===== src/rtl/core/siuf_pkg.sv =====
// ----------------------------------------------------------------------------
// siuf_pkg
// shared types, constants and the fade arithmetic of the unpack fade unit
// ----------------------------------------------------------------------------
package siuf_pkg;

	localparam int WORD_W        = 32;
	localparam int OUT_ADDR_W    = 20;
	localparam int CONTRAST_W    = 9;
	localparam int CNT_W         = 14;
	localparam int ADV_W         = 17;
	localparam int ADDR_BITS_DEF = 20;
	localparam int QUEUE_DEPTH   = 2;
	localparam int PADDR_W       = 3;
	localparam int END_BIT       = 31;
	localparam int CNT_LSB       = 17;

	// register index, taken from paddr[2]
	localparam logic REG_CONTRAST  = 1'b0;
	localparam logic REG_DEST_BASE = 1'b1;

	typedef logic [WORD_W-1:0]            word_t;
	typedef logic [OUT_ADDR_W-1:0]        out_addr_t;
	typedef logic signed [CONTRAST_W-1:0] contrast_t;
	typedef logic [CNT_W-1:0]             cnt_t;

	typedef struct packed {
		logic      done;
		out_addr_t addr;
		word_t     word;
	} op_t;

	typedef struct packed {
		logic      load_base;
		out_addr_t base;
	} cfg_t;

	function automatic logic [7:0] fade_byte(input logic [7:0] b, input contrast_t c);
		logic signed [CONTRAST_W:0] v;
		v = signed'({2'b00, b}) + signed'({c[CONTRAST_W-1], c});
		if (v < 0)
			return 8'h00;
		else if (v > 255)
			return 8'hff;
		else
			return v[7:0];
	endfunction

	function automatic word_t fade_pixel(input word_t w, input contrast_t c);
		word_t r;
		for (int i = 0; i < 4; i++)
			r[8*i +: 8] = fade_byte(w[8*i +: 8], c);
		return r;
	endfunction

endpackage


===== src/rtl/core/siuf_if.sv =====
// ----------------------------------------------------------------------------
// siuf stream interfaces
// valid/ready channels for input words and output results
// ----------------------------------------------------------------------------
interface siuf_stream_if;
	import siuf_pkg::*;
	logic  valid;
	logic  ready;
	word_t word;
	modport source(output valid, output word, input ready);
	modport sink(input valid, input word, output ready);
endinterface

interface siuf_result_if;
	import siuf_pkg::*;
	logic      valid;
	logic      ready;
	out_addr_t write_address;
	word_t     pixel;
	logic      image_done;
	modport source(output valid, output write_address, output pixel, output image_done,
		input ready);
	modport sink(input valid, input write_address, input pixel, input image_done,
		output ready);
endinterface


===== src/rtl/core/siuf_front.sv =====
// ----------------------------------------------------------------------------
// siuf_front
// parses header and pixel words, tracks phase, count and write address
// ----------------------------------------------------------------------------
module siuf_front #(
	parameter int ADDR_BITS = siuf_pkg::ADDR_BITS_DEF
) (
	input  logic           clk,
	input  logic           arst_n,
	siuf_stream_if.sink    stream,
	input  siuf_pkg::cfg_t cfg,
	input  logic           full,
	output logic           push,
	output siuf_pkg::op_t  op
);
	import siuf_pkg::*;

	logic                 in_pixels_q;
	cnt_t                 pixels_left_q;
	logic [ADDR_BITS-1:0] cur_addr_q;
	logic                 accept;
	cnt_t                 left_dec;
	logic [ADDR_BITS+OUT_ADDR_W-1:0] cur_ext;
	logic [ADDR_BITS+OUT_ADDR_W-1:0] base_ext;
	logic [ADDR_BITS+ADV_W-1:0]      adv_ext;
	logic [ADDR_BITS-1:0]            base_a;

	assign stream.ready = !full;
	assign accept   = stream.valid && stream.ready;
	assign left_dec = pixels_left_q - cnt_t'(1);
	assign cur_ext  = {{OUT_ADDR_W{1'b0}}, cur_addr_q};
	assign base_ext = {{ADDR_BITS{1'b0}}, cfg.base};
	assign adv_ext  = {{ADDR_BITS{1'b0}}, stream.word[ADV_W-1:0]};
	assign base_a   = base_ext[ADDR_BITS-1:0];

	assign push    = accept && (in_pixels_q || stream.word[END_BIT]);
	assign op.done = !in_pixels_q;
	assign op.addr = in_pixels_q ? cur_ext[OUT_ADDR_W-1:0] : '0;
	assign op.word = in_pixels_q ? stream.word : '0;

	always_ff @(posedge clk or negedge arst_n) begin
		if (!arst_n) begin
			in_pixels_q   <= 1'b0;
			pixels_left_q <= '0;
			cur_addr_q    <= '0;
		end else if (cfg.load_base) begin
			cur_addr_q <= base_a;
		end else if (accept) begin
			if (in_pixels_q) begin
				cur_addr_q    <= cur_addr_q + ADDR_BITS'(1);
				pixels_left_q <= left_dec;
				if (left_dec == '0)
					in_pixels_q <= 1'b0;
			end else if (stream.word[END_BIT]) begin
				cur_addr_q    <= base_a;
				pixels_left_q <= '0;
			end else begin
				cur_addr_q    <= cur_addr_q + adv_ext[ADDR_BITS-1:0];
				pixels_left_q <= stream.word[CNT_LSB +: CNT_W];
				in_pixels_q   <= (stream.word[CNT_LSB +: CNT_W] != '0);
			end
		end
	end

endmodule


===== src/rtl/core/siuf_queue.sv =====
// ----------------------------------------------------------------------------
// siuf_queue
// short fifo of parsed operations between front and back
// ----------------------------------------------------------------------------
module siuf_queue #(
	parameter int DEPTH = siuf_pkg::QUEUE_DEPTH
) (
	input  logic          clk,
	input  logic          arst_n,
	input  logic          push,
	input  siuf_pkg::op_t din,
	output logic          full,
	input  logic          pop,
	output siuf_pkg::op_t dout,
	output logic          empty
);
	import siuf_pkg::*;

	localparam int PW = (DEPTH > 1) ? $clog2(DEPTH) : 1;
	localparam int CW = $clog2(DEPTH + 1);

	op_t          mem_q [DEPTH];
	logic [PW-1:0] wr_ptr_q;
	logic [PW-1:0] rd_ptr_q;
	logic [CW-1:0] count_q;
	logic          do_push;
	logic          do_pop;

	assign full    = (count_q == CW'(DEPTH));
	assign empty   = (count_q == '0);
	assign do_push = push && !full;
	assign do_pop  = pop && !empty;
	assign dout    = mem_q[rd_ptr_q];

	always_ff @(posedge clk) begin
		if (do_push)
			mem_q[wr_ptr_q] <= din;
	end

	always_ff @(posedge clk or negedge arst_n) begin
		if (!arst_n) begin
			wr_ptr_q <= '0;
			rd_ptr_q <= '0;
			count_q  <= '0;
		end else begin
			if (do_push)
				wr_ptr_q <= (wr_ptr_q == PW'(DEPTH - 1)) ? '0 : wr_ptr_q + PW'(1);
			if (do_pop)
				rd_ptr_q <= (rd_ptr_q == PW'(DEPTH - 1)) ? '0 : rd_ptr_q + PW'(1);
			if (do_push && !do_pop)
				count_q <= count_q + CW'(1);
			else if (do_pop && !do_push)
				count_q <= count_q - CW'(1);
		end
	end

endmodule


===== src/rtl/core/siuf_back.sv =====
// ----------------------------------------------------------------------------
// siuf_back
// applies the fade to pixel operations and holds the result register
// ----------------------------------------------------------------------------
module siuf_back (
	input  logic                clk,
	input  logic                arst_n,
	input  siuf_pkg::op_t       op,
	input  logic                empty,
	input  siuf_pkg::contrast_t contrast,
	output logic                pop,
	siuf_result_if.source       result
);
	import siuf_pkg::*;

	logic      valid_q;
	out_addr_t addr_q;
	word_t     pixel_q;
	logic      done_q;

	assign pop = !empty && (!valid_q || result.ready);

	assign result.valid         = valid_q;
	assign result.write_address = addr_q;
	assign result.pixel         = pixel_q;
	assign result.image_done    = done_q;

	always_ff @(posedge clk or negedge arst_n) begin
		if (!arst_n)
			valid_q <= 1'b0;
		else
			valid_q <= pop || (valid_q && !result.ready);
	end

	always_ff @(posedge clk) begin
		if (pop) begin
			addr_q  <= op.addr;
			pixel_q <= op.done ? '0 : fade_pixel(op.word, contrast);
			done_q  <= op.done;
		end
	end

endmodule


===== src/rtl/core/sparse_image_unpack_fade_unit.sv =====
// ----------------------------------------------------------------------------
// sparse_image_unpack_fade_unit
// unpacks a sparse rgba word stream and fades every pixel
//
//  channel  dir  handshake       payload
//  stream   in   valid/ready     word
//  result   out  valid/ready     write_address, pixel, image_done
//  apb      in   psel/penable    contrast, destination_base
//
// one word per cycle sustained while result is not back-pressured; an accepted word
// reaches result through a two-entry queue and the output register
// header words other than end of image produce no transaction
// stream stalls only when the queue is full, i.e. result back-pressure
// reset clears phase, count, address, contrast and base
// ----------------------------------------------------------------------------
module sparse_image_unpack_fade_unit #(
	parameter int ADDR_BITS = siuf_pkg::ADDR_BITS_DEF
) (
	input  logic                         clk,
	input  logic                         arst_n,
	siuf_stream_if.sink                  stream,
	siuf_result_if.source                result,
	input  logic                         psel,
	input  logic                         penable,
	input  logic                         pwrite,
	input  logic [siuf_pkg::PADDR_W-1:0] paddr,
	input  logic [31:0]                  pwdata,
	output logic [31:0]                  prdata,
	output logic                         pready
);
	import siuf_pkg::*;

	contrast_t contrast_q;
	out_addr_t base_q;
	logic      wr_en;
	cfg_t      cfg;
	op_t       op_in;
	op_t       op_out;
	logic      push;
	logic      pop;
	logic      full;
	logic      empty;

	assign pready = 1'b1;
	assign wr_en  = psel && penable && pwrite && pready;

	always_ff @(posedge clk or negedge arst_n) begin
		if (!arst_n) begin
			contrast_q <= '0;
			base_q     <= '0;
		end else if (wr_en) begin
			unique case (paddr[2])
				REG_CONTRAST:  contrast_q <= pwdata[CONTRAST_W-1:0];
				REG_DEST_BASE: base_q     <= pwdata[OUT_ADDR_W-1:0];
				default: ;
			endcase
		end
	end

	always_comb begin
		unique case (paddr[2])
			REG_CONTRAST:  prdata = 32'(contrast_q);
			REG_DEST_BASE: prdata = {{(32-OUT_ADDR_W){1'b0}}, base_q};
			default:       prdata = '0;
		endcase
	end

	// new base on a write, the stored base for end of image
	assign cfg.load_base = wr_en && (paddr[2] == REG_DEST_BASE);
	assign cfg.base      = cfg.load_base ? pwdata[OUT_ADDR_W-1:0] : base_q;

	siuf_front #(.ADDR_BITS(ADDR_BITS)) u_front (
		.clk    (clk),
		.arst_n (arst_n),
		.stream (stream),
		.cfg    (cfg),
		.full   (full),
		.push   (push),
		.op     (op_in)
	);

	siuf_queue #(.DEPTH(QUEUE_DEPTH)) u_queue (
		.clk    (clk),
		.arst_n (arst_n),
		.push   (push),
		.din    (op_in),
		.full   (full),
		.pop    (pop),
		.dout   (op_out),
		.empty  (empty)
	);

	siuf_back u_back (
		.clk      (clk),
		.arst_n   (arst_n),
		.op       (op_out),
		.empty    (empty),
		.contrast (contrast_q),
		.pop      (pop),
		.result   (result)
	);

endmodule


===== src/flat_wrapper.sv =====
// flat-port wrapper written by rule: the top's interface ports become plain ports
module sparse_image_unpack_fade_unit_flat import siuf_pkg::*;
#(
	parameter int ADDR_BITS = siuf_pkg::ADDR_BITS_DEF
)
  (clk, arst_n, psel, penable, pwrite, paddr, pwdata, prdata, pready, stream_valid, stream_word, stream_ready, result_valid, result_write_address, result_pixel, result_image_done, result_ready);
  siuf_stream_if stream_i ();
  siuf_result_if result_i ();
  input  logic clk;
  input  logic arst_n;
  input  logic psel;
  input  logic penable;
  input  logic pwrite;
  input  logic [siuf_pkg::PADDR_W-1:0] paddr;
  input  logic [31:0] pwdata;
  output logic [31:0] prdata;
  output logic pready;
  input wire logic [$bits(stream_i.valid)-1:0] stream_valid;
  input wire logic [$bits(stream_i.word)-1:0] stream_word;
  output wire logic [$bits(stream_i.ready)-1:0] stream_ready;
  output wire logic [$bits(result_i.valid)-1:0] result_valid;
  output wire logic [$bits(result_i.write_address)-1:0] result_write_address;
  output wire logic [$bits(result_i.pixel)-1:0] result_pixel;
  output wire logic [$bits(result_i.image_done)-1:0] result_image_done;
  input wire logic [$bits(result_i.ready)-1:0] result_ready;
  assign stream_i.valid = stream_valid;
  assign stream_i.word = stream_word;
  assign stream_ready = stream_i.ready;
  assign result_valid = result_i.valid;
  assign result_write_address = result_i.write_address;
  assign result_pixel = result_i.pixel;
  assign result_image_done = result_i.image_done;
  assign result_i.ready = result_ready;
  sparse_image_unpack_fade_unit #(.ADDR_BITS(ADDR_BITS)) u_core (.clk(clk), .arst_n(arst_n), .stream(stream_i), .result(result_i), .psel(psel), .penable(penable), .pwrite(pwrite), .paddr(paddr), .pwdata(pwdata), .prdata(prdata), .pready(pready));
endmodule

===== config.mk =====
export PLATFORM = sky130hd
export DESIGN_NAME = sparse_image_unpack_fade_unit_flat
export DESIGN_NICKNAME = d
export VERILOG_FILES = /design/src/rtl/core/siuf_pkg.sv /design/src/rtl/core/siuf_if.sv /design/src/rtl/core/siuf_front.sv /design/src/rtl/core/siuf_queue.sv /design/src/rtl/core/siuf_back.sv /design/src/rtl/core/sparse_image_unpack_fade_unit.sv /design/src/flat_wrapper.sv
export SDC_FILE = /design/constraint.sdc
export NUM_CORES = 1
export LEC_CHECK = 0
export BUFFER_PORTS_ARGS = -buffer_cell sky130_fd_sc_hd__buf_2
export CAP_MARGIN = 0
export CORE_AREA = 2 2 134 162
export CTS_CLUSTER_SIZE = 12
export DETAILED_ROUTE_END_ITERATION = 8
export DIE_AREA = 0 0 136 164
export PLACE_DENSITY_LB_ADDON = 0.15
export REMOVE_ABC_BUFFERS = 1
export SLEW_MARGIN = 30
export SYNTH_ARGS = -nofsm -noshare
export SYNTH_HDL_FRONTEND = slang
export SYNTH_SLANG_ARGS = --single-unit

===== constraint.sdc =====
create_clock -name clk -period 8.15 [get_ports clk]
set_input_delay 1.63 -clock clk [delete_from_list [all_inputs] [get_ports clk]]
set_output_delay 1.63 -clock clk [all_outputs]
set_load 0.1 [all_outputs]

==> results of run 1 <==
-- registers in the layout (all words and copies together) (netlist names) --
name	flops
u_core.u_queue.mem_q	106
u_core.u_back.result.pixel	32
u_core.base_q	20
u_core.u_back.result.write_address	20
u_core.u_front.cur_addr_q	20
u_core.u_front.pixels_left_q	14
u_core.contrast_q	9
u_core.u_queue.count_q	2
u_core.u_back.result.image_done	1
u_core.u_back.result.valid	1
u_core.u_front.in_pixels_q	1
u_core.u_queue.rd_ptr_q	1
u_core.u_queue.wr_ptr_q	1
-- power by group --
| group | switching [mW] | total, mW | internal [mW] |
|---|---|---|---|
| registers | 0.226 | 1.96 | 1.74 |
| logic | 2.26 | 3.15 | 0.892 |
| clock network | 0.428 | 1.04 | 0.610 |
-- worst reg2reg max path: stages, from the launching register on --
cell	delay, ns
sky130_fd_sc_hd__dfrtp_2	0.36
sky130_fd_sc_hd__buf_4	0.56
sky130_fd_sc_hd__mux2_2	0.49
sky130_fd_sc_hd__ha_1	0.22
sky130_fd_sc_hd__fa_1	0.42
sky130_fd_sc_hd__a21o_1	0.18
sky130_fd_sc_hd__a21oi_1	0.23
sky130_fd_sc_hd__nor2b_1	0.09
sky130_fd_sc_hd__or2_1	0.21
sky130_fd_sc_hd__a31oi_1	0.20
sky130_fd_sc_hd__xnor2_1	0.21
sky130_fd_sc_hd__o21a_1	0.26
-- synthesized netlist by cell type, drive strengths merged, types with 30 or more instances --
| library cell | number | area, sq um |
|---|---|---|
| mux2 | 70 | 788.3 |
| and2 | 54 | 337.8 |
| nor2 | 43 | 161.4 |
| xnor2 | 38 | 332.8 |
| dfrtp | 69 | 1727 |
| o21ai | 50 | 254.0 |
| clkbuf | 30 | 112.6 |
| a21oi | 52 | 264.0 |
| o21a | 42 | 315.3 |
| nand2 | 138 | 518.0 |
| edfxtp | 159 | 4775 |
| ha | 53 | 663.1 |
-- worst max path at each step --
stage	slack, ns	from	cells after the start	endpoint
floorplan	-2.23	paddr[2]	2	prdata[20]
global placement	3.18	paddr[2]	4	prdata[22]
detailed placement	3.15	paddr[2]	4	prdata[24]
CTS	3.14	paddr[2]	4	prdata[24]
global route	3.00	paddr[2]	4	prdata[26]
finish	3.18	paddr[2]	4	prdata[31]
-- per-layer routing --
| metal | vias up | track usage | routed length, um |
|---|---|---|---|
| li1 | 4222 | - | - |
| met1 | 4239 | 0.3587 | 12530 |
| met2 | 286 | 0.4381 | 14120 |
| met3 | 54 | 0.02963 | 1668 |
| met4 | 0 | 0.08902 | 882 |
| met5 | - | 0 | 0 |
-- layout make-up --
cell class              count  area (sq um)
fillers                  1630          6844
multi-input cells         772          5414
flip-flops and latches    228          6504
repair buffers            156         809.5
clock buffers              40         691.9
inverters                  28         105.1
clock inverters             4         48.80
well taps                 270         337.8
-- cells by family after synthesis --
logic type | Yosys count | share of synthesized area
other | 1 | 0.0003060
flip-flops | 228 | 0.5304
AND/OR/NAND/NOR | 338 | 0.1359
buffers and inverters | 80 | 0.02879
XOR/XNOR | 58 | 0.04145
multiplexers | 73 | 0.06676
AO/OA/AOI/OAI | 244 | 0.1341
adder cells (fa/ha/maj) | 58 | 0.06227
==> impl.org, run 1 <==
** Run status
- The flow ran to the end, and the final reports show no timing, DRC or antenna violations.

** Synthesis
- FF+latch count, synth :: 228
- Number of warnings reported in the yosys synthesis log :: 0
- Number of unique standard cell types used by synthesis :: 67
- Sequential area share after synthesis :: 0.5304
- Post-synth EDFFs :: 159
- A synthesized cell averages 11.35 sq um.
- After synthesis, the share of flip-flops with an asynchronous set or reset is 0.3026.
- Prevailing post-synth register cell :: sky130_fd_sc_hd__edfxtp_1
- Netlist area before placement :: 12260 sq um
- Counting every instance in the synthesized netlist gives 1080.

** Floorplan
- Row generation in the floorplan step produced 58 rows.
- From left edge to right edge, the die measures 136 um.
- The floorplan step defined a die boundary enclosing 22300 sq um.
- Number of top-level pins :: 162
- The total area inside the core boundary comes to 20750 sq um.
- Starting utilization of the core area :: 0.5905
- From bottom edge to top edge, the die measures 164 um.

** STA
- The routed design could run at a clock period as short as 4.965 ns.
- Setup repair after global routing left no endpoint under its margin.
- Worst relative slew slack :: 0.3260
- In the finished design, the share of the clock period the worst path needs comes to 0.6092.
- Final worst slack :: 3.185 ns
- Fmax achieved :: 201.4 MHz
- At the pin with the least slew margin, the transition time is 1.009 ns.
- WHS :: 0.4802 ns
- After routing, the total negative slack on setup checks comes to 0 ns.
- The number of pins with negative max-slew slack in the final report was 0.
- The number of hold-slack violations in the final timing report was 0.
- Number of setup violations in the final report :: 0
- Setup Skew :: 0.01409 ns

** Pwr
- Static power due to leakage :: 5.675 nW
- Total power :: 6.155 mW
- IR analysis of the VDD net gives a maximum drop of 0.4298 mV.
- For this design the ratio of total power to cell area is 442.4 nW/um^2.

** Clock tree
- After clock tree synthesis, the clock-pin slew on the worst setup and hold paths is 0.05 ns.
- Clock tree from TritonCTS :: built
- The later pin in the worst-skew pair is clocked with a latency of 0.51 ns.
- The tree is rooted in a sky130_fd_sc_hd__clkbuf_16.
- CTS saw 228 sinks.
- CTS built an H-tree with a depth of 1.
- After clock tree synthesis, the setup repair step added 0 buffers.
- Buffers inserted during clock tree synthesis total 24.
- Deepest clock path buffer count :: 3
- Hold_buf cts :: 0
- Once the clock tree was built, the resizer swapped 0 gates to a different size.

** Setup path
- The worst setup path is launched from a primary input.
- Worst Reg-to-Reg Cells :: 11
- Cell breakdown of the critical path :: buf_2 -> nand2b_1 -> inv_1 -> buf_2
- In this run the worst path has a maximum fanout of 24.
- Type of the setup path with the least slack :: in -> out
- Arrival @ worst endpoint :: 3.34 ns
- Critical Path End Type :: output pin
- Cell family with most CP delay :: buffers and inverters
- RR Startpoint :: u_core.u_queue.rd_ptr_q
- For this run, the slowest stage of the critical path takes 0.59 ns.
- The endpoint identified for the worst register-to-register timing path is u_core.u_back.result.pixel[19].
- CP Buf/Inv Count :: 3
- In this design, the critical path's most frequently occurring cell is sky130_fd_sc_hd__buf_2.
- WP data required :: 6.52 ns
- The worst register-to-register path has a setup slack of 4.48 ns.
- Crit path max-delay cell type :: sky130_fd_sc_hd__nand2b_1

** Place
- At the end of routability-driven placement, the weighted congestion stood at 0.9263.
- Port bufs :: 146
- Placed cell count :: 1454
- Before CTS, the worst setup slack after placement is 3.147 ns.
- Placed cell area :: 13160 sq um
- Detail Placement HPWL :: 19.95 mm

** Global routing
- The number of global-route vias before repair is 8395.
- After global routing the overflow that remains totals 0.
- Across every metal layer, demand over resource in global routing totals 0.2625.
- Number of antenna violations at the first check in global routing :: 0
- Wire length of the first global-routing pass :: 44.87 mm
- Entering global routing, the biggest net connects 76 pins.

** Hold path
- The worst hold path terminates at u_core.u_queue.rd_ptr_q.
- In this run the most critical hold path is launched from u_core.u_queue.rd_ptr_q.
- Hold crit path type :: reg -> reg
- Cells on Worst Hold Path :: 1

** Drt
- After detailed routing, the average wire length per cell comes to 19.50 um.
- Residual DRC :: 0
- Vias per cell :: 5.875
- Count of antenna-violating nets left after detailed routing :: 0
- Total wirelength of the detailed-routed design :: 29.21 mm
- The first TritonRoute pass finished after 5 iterations.
- In this run, the number of DRC markers left after iteration 0 of detailed routing was 586.
- Routed vias :: 8801

** Finish
- For this run, the share of the core covered by cells in the final layout is 0.6702.
- In the final design database the tool counted 1342 nets.
- The library cell used most frequently in the layout, excluding fill and tap cells, is sky130_fd_sc_hd__edfxtp_1.
- Final Non-Filler Cells :: 1498
- P&R area growth vs syn :: 13.49%
- The repair_antennas step left the layout with diodes totalling 0.
- Of the cells placed in the final design, the portion with a size suffix greater than 1 is 0.2248.
- The finished cells cover 13910 sq um.
- Leaving out fill and tap cells, the most frequent cells in the layout are 159 x sky130_fd_sc_hd__edfxtp_1, 146 x sky130_fd_sc_hd__buf_2, 138 x sky130_fd_sc_hd__nand2_1, 70 x sky130_fd_sc_hd__mux2_2, 67 x sky130_fd_sc_hd__dfrtp_1.

** Run
- MaxCap Viol Count :: 0
(Power assumes the default switching activity.)
==> inputs of run 2 (changes only) <==
--- a/config.mk
+++ b/config.mk
@@ -7,10 +7,10 @@
 export LEC_CHECK = 0
 export BUFFER_PORTS_ARGS = -buffer_cell sky130_fd_sc_hd__buf_2
 export CAP_MARGIN = 0
-export CORE_AREA = 2 2 134 162
+export CORE_AREA = 2 2 136 165
 export CTS_CLUSTER_SIZE = 12
 export DETAILED_ROUTE_END_ITERATION = 8
-export DIE_AREA = 0 0 136 164
+export DIE_AREA = 0 0 138 167
 export PLACE_DENSITY_LB_ADDON = 0.15
 export REMOVE_ABC_BUFFERS = 1
 export SLEW_MARGIN = 30
==> constraint.sdc (replaced) <==
create_clock -name clk -period 5.1 [get_ports clk]
set_input_delay 1.02 -clock clk [delete_from_list [all_inputs] [get_ports clk]]
set_output_delay 1.02 -clock clk [all_outputs]
set_load 0.1 [all_outputs]
==> run 2 against run 1 <==
  * Global-route usage decreased by 0.34 points
  * Largest power group unchanged
  * Combinational power increased by 60%
  * Utilization decreased by 1.9 points
  * Routed wire length is 2.2% higher
  * Critical path depth fell by 1
  * Clock power rose by 55%
  * Final area up 0.25%
  * Hold slack improved by 0.018 ns
  * Via count increased by 1.0%
  * Power grew 60%
  * Critical path type is now reg -> out
==> impl.org, run 2 (same netlist as run 1, synthesis figures left out) <==
** Global routing
- Routing usage on met1 :: 0.3479 (-0.01078)
- Vias in the first global route :: 8728 (+4.0%)
- The overall fraction of global-route tracks in use was 0.2591 (-0.003398).
- The global-route met2 utilization was 0.4307 (-0.007407).
- Maximum number of pins on one net before global-route repair :: 54 (-29%)
- Most used routing layer in global routing :: met2
- GR met3 Demand/Resource :: 0.03910 (+0.009473)
- Wire length of the first global-routing pass :: 47.39 mm (+5.6%)
- The number of antenna violations at the first check in global routing came to 0 (unchanged).
- Remaining Overflow, GRT :: 0 (unchanged)

** Floorplan
- Core Area :: 21410 sq um (+3.1%)
- The floorplan die height was 167 um (+1.8%).
- Starting utilization of the core area :: 0.5725 (-0.01802)
- Overall die area :: 23050 sq um (+3.3%)
- Die span in x :: 138 um (+1.5%)
- The total number of placement rows was 59 (+1.7%).
- The I/O pin total was 162 (unchanged).

** Finish
- More flip-flops sit in one register than any other, and that register is u_core.u_queue.mem_q.
- Flip-flop count of the largest register after layout :: 106 (unchanged)
- Most common library cell in the layout ignoring fill and taps :: sky130_fd_sc_hd__edfxtp_1
- The final antenna diode count is 0 (unchanged).
- P&R area growth vs syn :: 13.78%
- The library cells used most frequently in the layout, excluding fill and tap cells, are 159 x sky130_fd_sc_hd__edfxtp_1, 146 x sky130_fd_sc_hd__buf_2, 138 x sky130_fd_sc_hd__nand2_1, 70 x sky130_fd_sc_hd__mux2_2, 67 x sky130_fd_sc_hd__dfrtp_1.
- Post-route design area :: 13950 sq um (+0.25%)
- The fill cell instance count of the final layout is 1740 (+6.7%).
- Nets@finish :: 1348 (+0.45%)
- Share of cells above drive strength 1 :: 0.2295 (+0.004766)
- The final cell count without fillers is 1507 (+0.60%).

** Pwr
- The areal power density over the cells came to 704.3 nW/um^2 (+59%).
- The leakage power came to 5.702 nW (+0.46%).
- The worst ir drop on vdd was 0.7121 mV (+66%).

** Drt
- The remaining design rule violation count came to 0 (unchanged).
- The wire length per cell after detailed routing is 19.81 um (+1.6%).
- The total routed wirelength came to 29.86 mm (+2.2%).
- The vias after detailed routing came to 8889 (+1.0%).
- The total iterations of the first detailed-routing run was 5 (unchanged).
- Number of DRC violations after detailed-routing iteration 0 :: 662 (+13%)
- Count of antenna-violating nets left after detailed routing :: 0 (unchanged)
- Vias per cell :: 5.898 (+0.40%)

** Setup path
- STA classifies the critical path startpoint as a register.
- The worst endpoint required time is 4.08 ns (-2.44 ns).
- The worst setup path is captured at an output pin.
- The arrival time at the worst endpoint came to 2.67 ns (-0.67 ns).
- Type of the setup path with the least slack :: reg -> out
- Maximum net fanout on the critical path :: 13 (-46%)

** Clock tree
- Number of sinks on the clock net :: 228 (unchanged)
- The number of clock buffers inserted by TritonCTS is 24 (unchanged).
- The count of cells resized by post-cts repair was 0 (unchanged).
- CTS H-tree depth :: 1 (unchanged)
- The number of buffers between clock root and the deepest sink was 3 (unchanged).
- Hold_buf cts :: 0 (unchanged)
- The number of post-CTS setup repair buffers came to 0 (unchanged).
- Clk root buf :: sky130_fd_sc_hd__clkbuf_16
- The insertion delay of the later-clocked pin in the worst-skew pair came to 0.51 ns (about the same).
- TritonCTS built the clock tree.
- The clock-pin slew of the registers on the worst-case setup and hold paths was 0.06 ns (about the same).

** STA
- Final clock period utilization by the worst path :: 0.7232
- Pin slew with the least headroom to its limit :: 0.9404 ns (-0.06816 ns)
- Worst relative slew slack :: 0.3724 (+0.04640)
- Setup Skew :: 0.01330 ns (-0.0007948 ns)
- After layout, the minimum clock period comes to 3.688 ns.
- RSZ-0062 raised after global routing :: false
- Number of failing hold endpoints at the final stage :: 0 (unchanged)
- Fmax achieved :: 271.1 MHz
- Max-slew violation total from the final report :: 0 (unchanged)
- Number of setup violations in the final report :: 0 (unchanged)
- Setup Total Neg Slack :: 0 ns (unchanged)

** Run status
- The flow ran to the end, and the final reports show no timing, DRC or antenna violations.

** Place
- The total cell area at the placement stage came to 13230 sq um (+0.47%).
- The port buffer count was 146 (unchanged).
- Detail Placement HPWL :: 21.17 mm (+6.1%)
- The placed instance count was 1464 (+0.69%).
- Weighted congestion at the end of routability-driven global placement :: 0.9315 (+0.56%)

** Hold path
- The min-delay analysis places its worst path in the category reg -> reg.

** Run
- The number of max-cap violations came to 0 (unchanged).
## run 2: power breakdown
group          leakage, nW  internal, mW  switching (mW)
clock                0.355         0.930           0.679
combinational         3.04          1.45            3.59
sequential            2.31          2.77           0.403
## run 2: layout make-up
cell class | count | area, sq um | area share
Multi-Input combinational cell | 772 | 5411 | 0.3880
Timing Repair Buffer | 162 | 863.3 | 0.06191
Sequential cell | 228 | 6504 | 0.4664
Clock inverter | 5 | 25.02 | 0.001794
Tap cell | 274 | 342.8 | 0.02458
Clock buffer | 38 | 694.4 | 0.04979
Inverter | 28 | 105.1 | 0.007536
## run 2: path summary, 6_finish.rpt
kind | from | cells after the start | slack, ns | to
min | u_core.base_q[3] | 2 | 0.50 | u_core.base_q[3]
min in group asynchronous | arst_n | 1 | 0.54 | u_core.base_q[13]
max | u_core.contrast_q[8] | 3 | 1.41 | prdata[27]
max reg2reg | u_core.u_queue.rd_ptr_q | 9 | 1.50 | u_core.u_back.result.pixel[14]
max in group asynchronous | arst_n | 2 | 3.50 | u_core.u_front.in_pixels_q
min reg2reg | u_core.base_q[3] | 2 | 0.50 | u_core.base_q[3]
## run 2: routing by layer
metal,wire (um),vias to the layer above
li1,-,4226
met5,0,-
met2,14300,360
met1,12450,4238
met4,1057,0
met3,2048,65
## run 2: worst max-delay path, cell delays in order (launching register included)
cell and delay (ns):
sky130_fd_sc_hd__dfrtp_1 0.81, sky130_fd_sc_hd__nand2b_1 0.51, sky130_fd_sc_hd__inv_1 0.36, sky130_fd_sc_hd__buf_2 0.48
## run 2: metrics by stage
step | utilization | hold WS, ns | power (mW) | setup slack [ns]
global placement | 0.6178 | 0.4751 | 8.124 | 1.650
finish | 0.6514 | 0.4983 | 9.822 | 1.412
global route | 0.6514 | 0.5270 | 10.37 | 1.253
floorplan | - | 0.4530 | 7.261 | -4.064
detailed placement | 0.6178 | 0.4805 | 8.229 | 1.562
CTS | 0.6514 | 0.4984 | 9.866 | 1.420
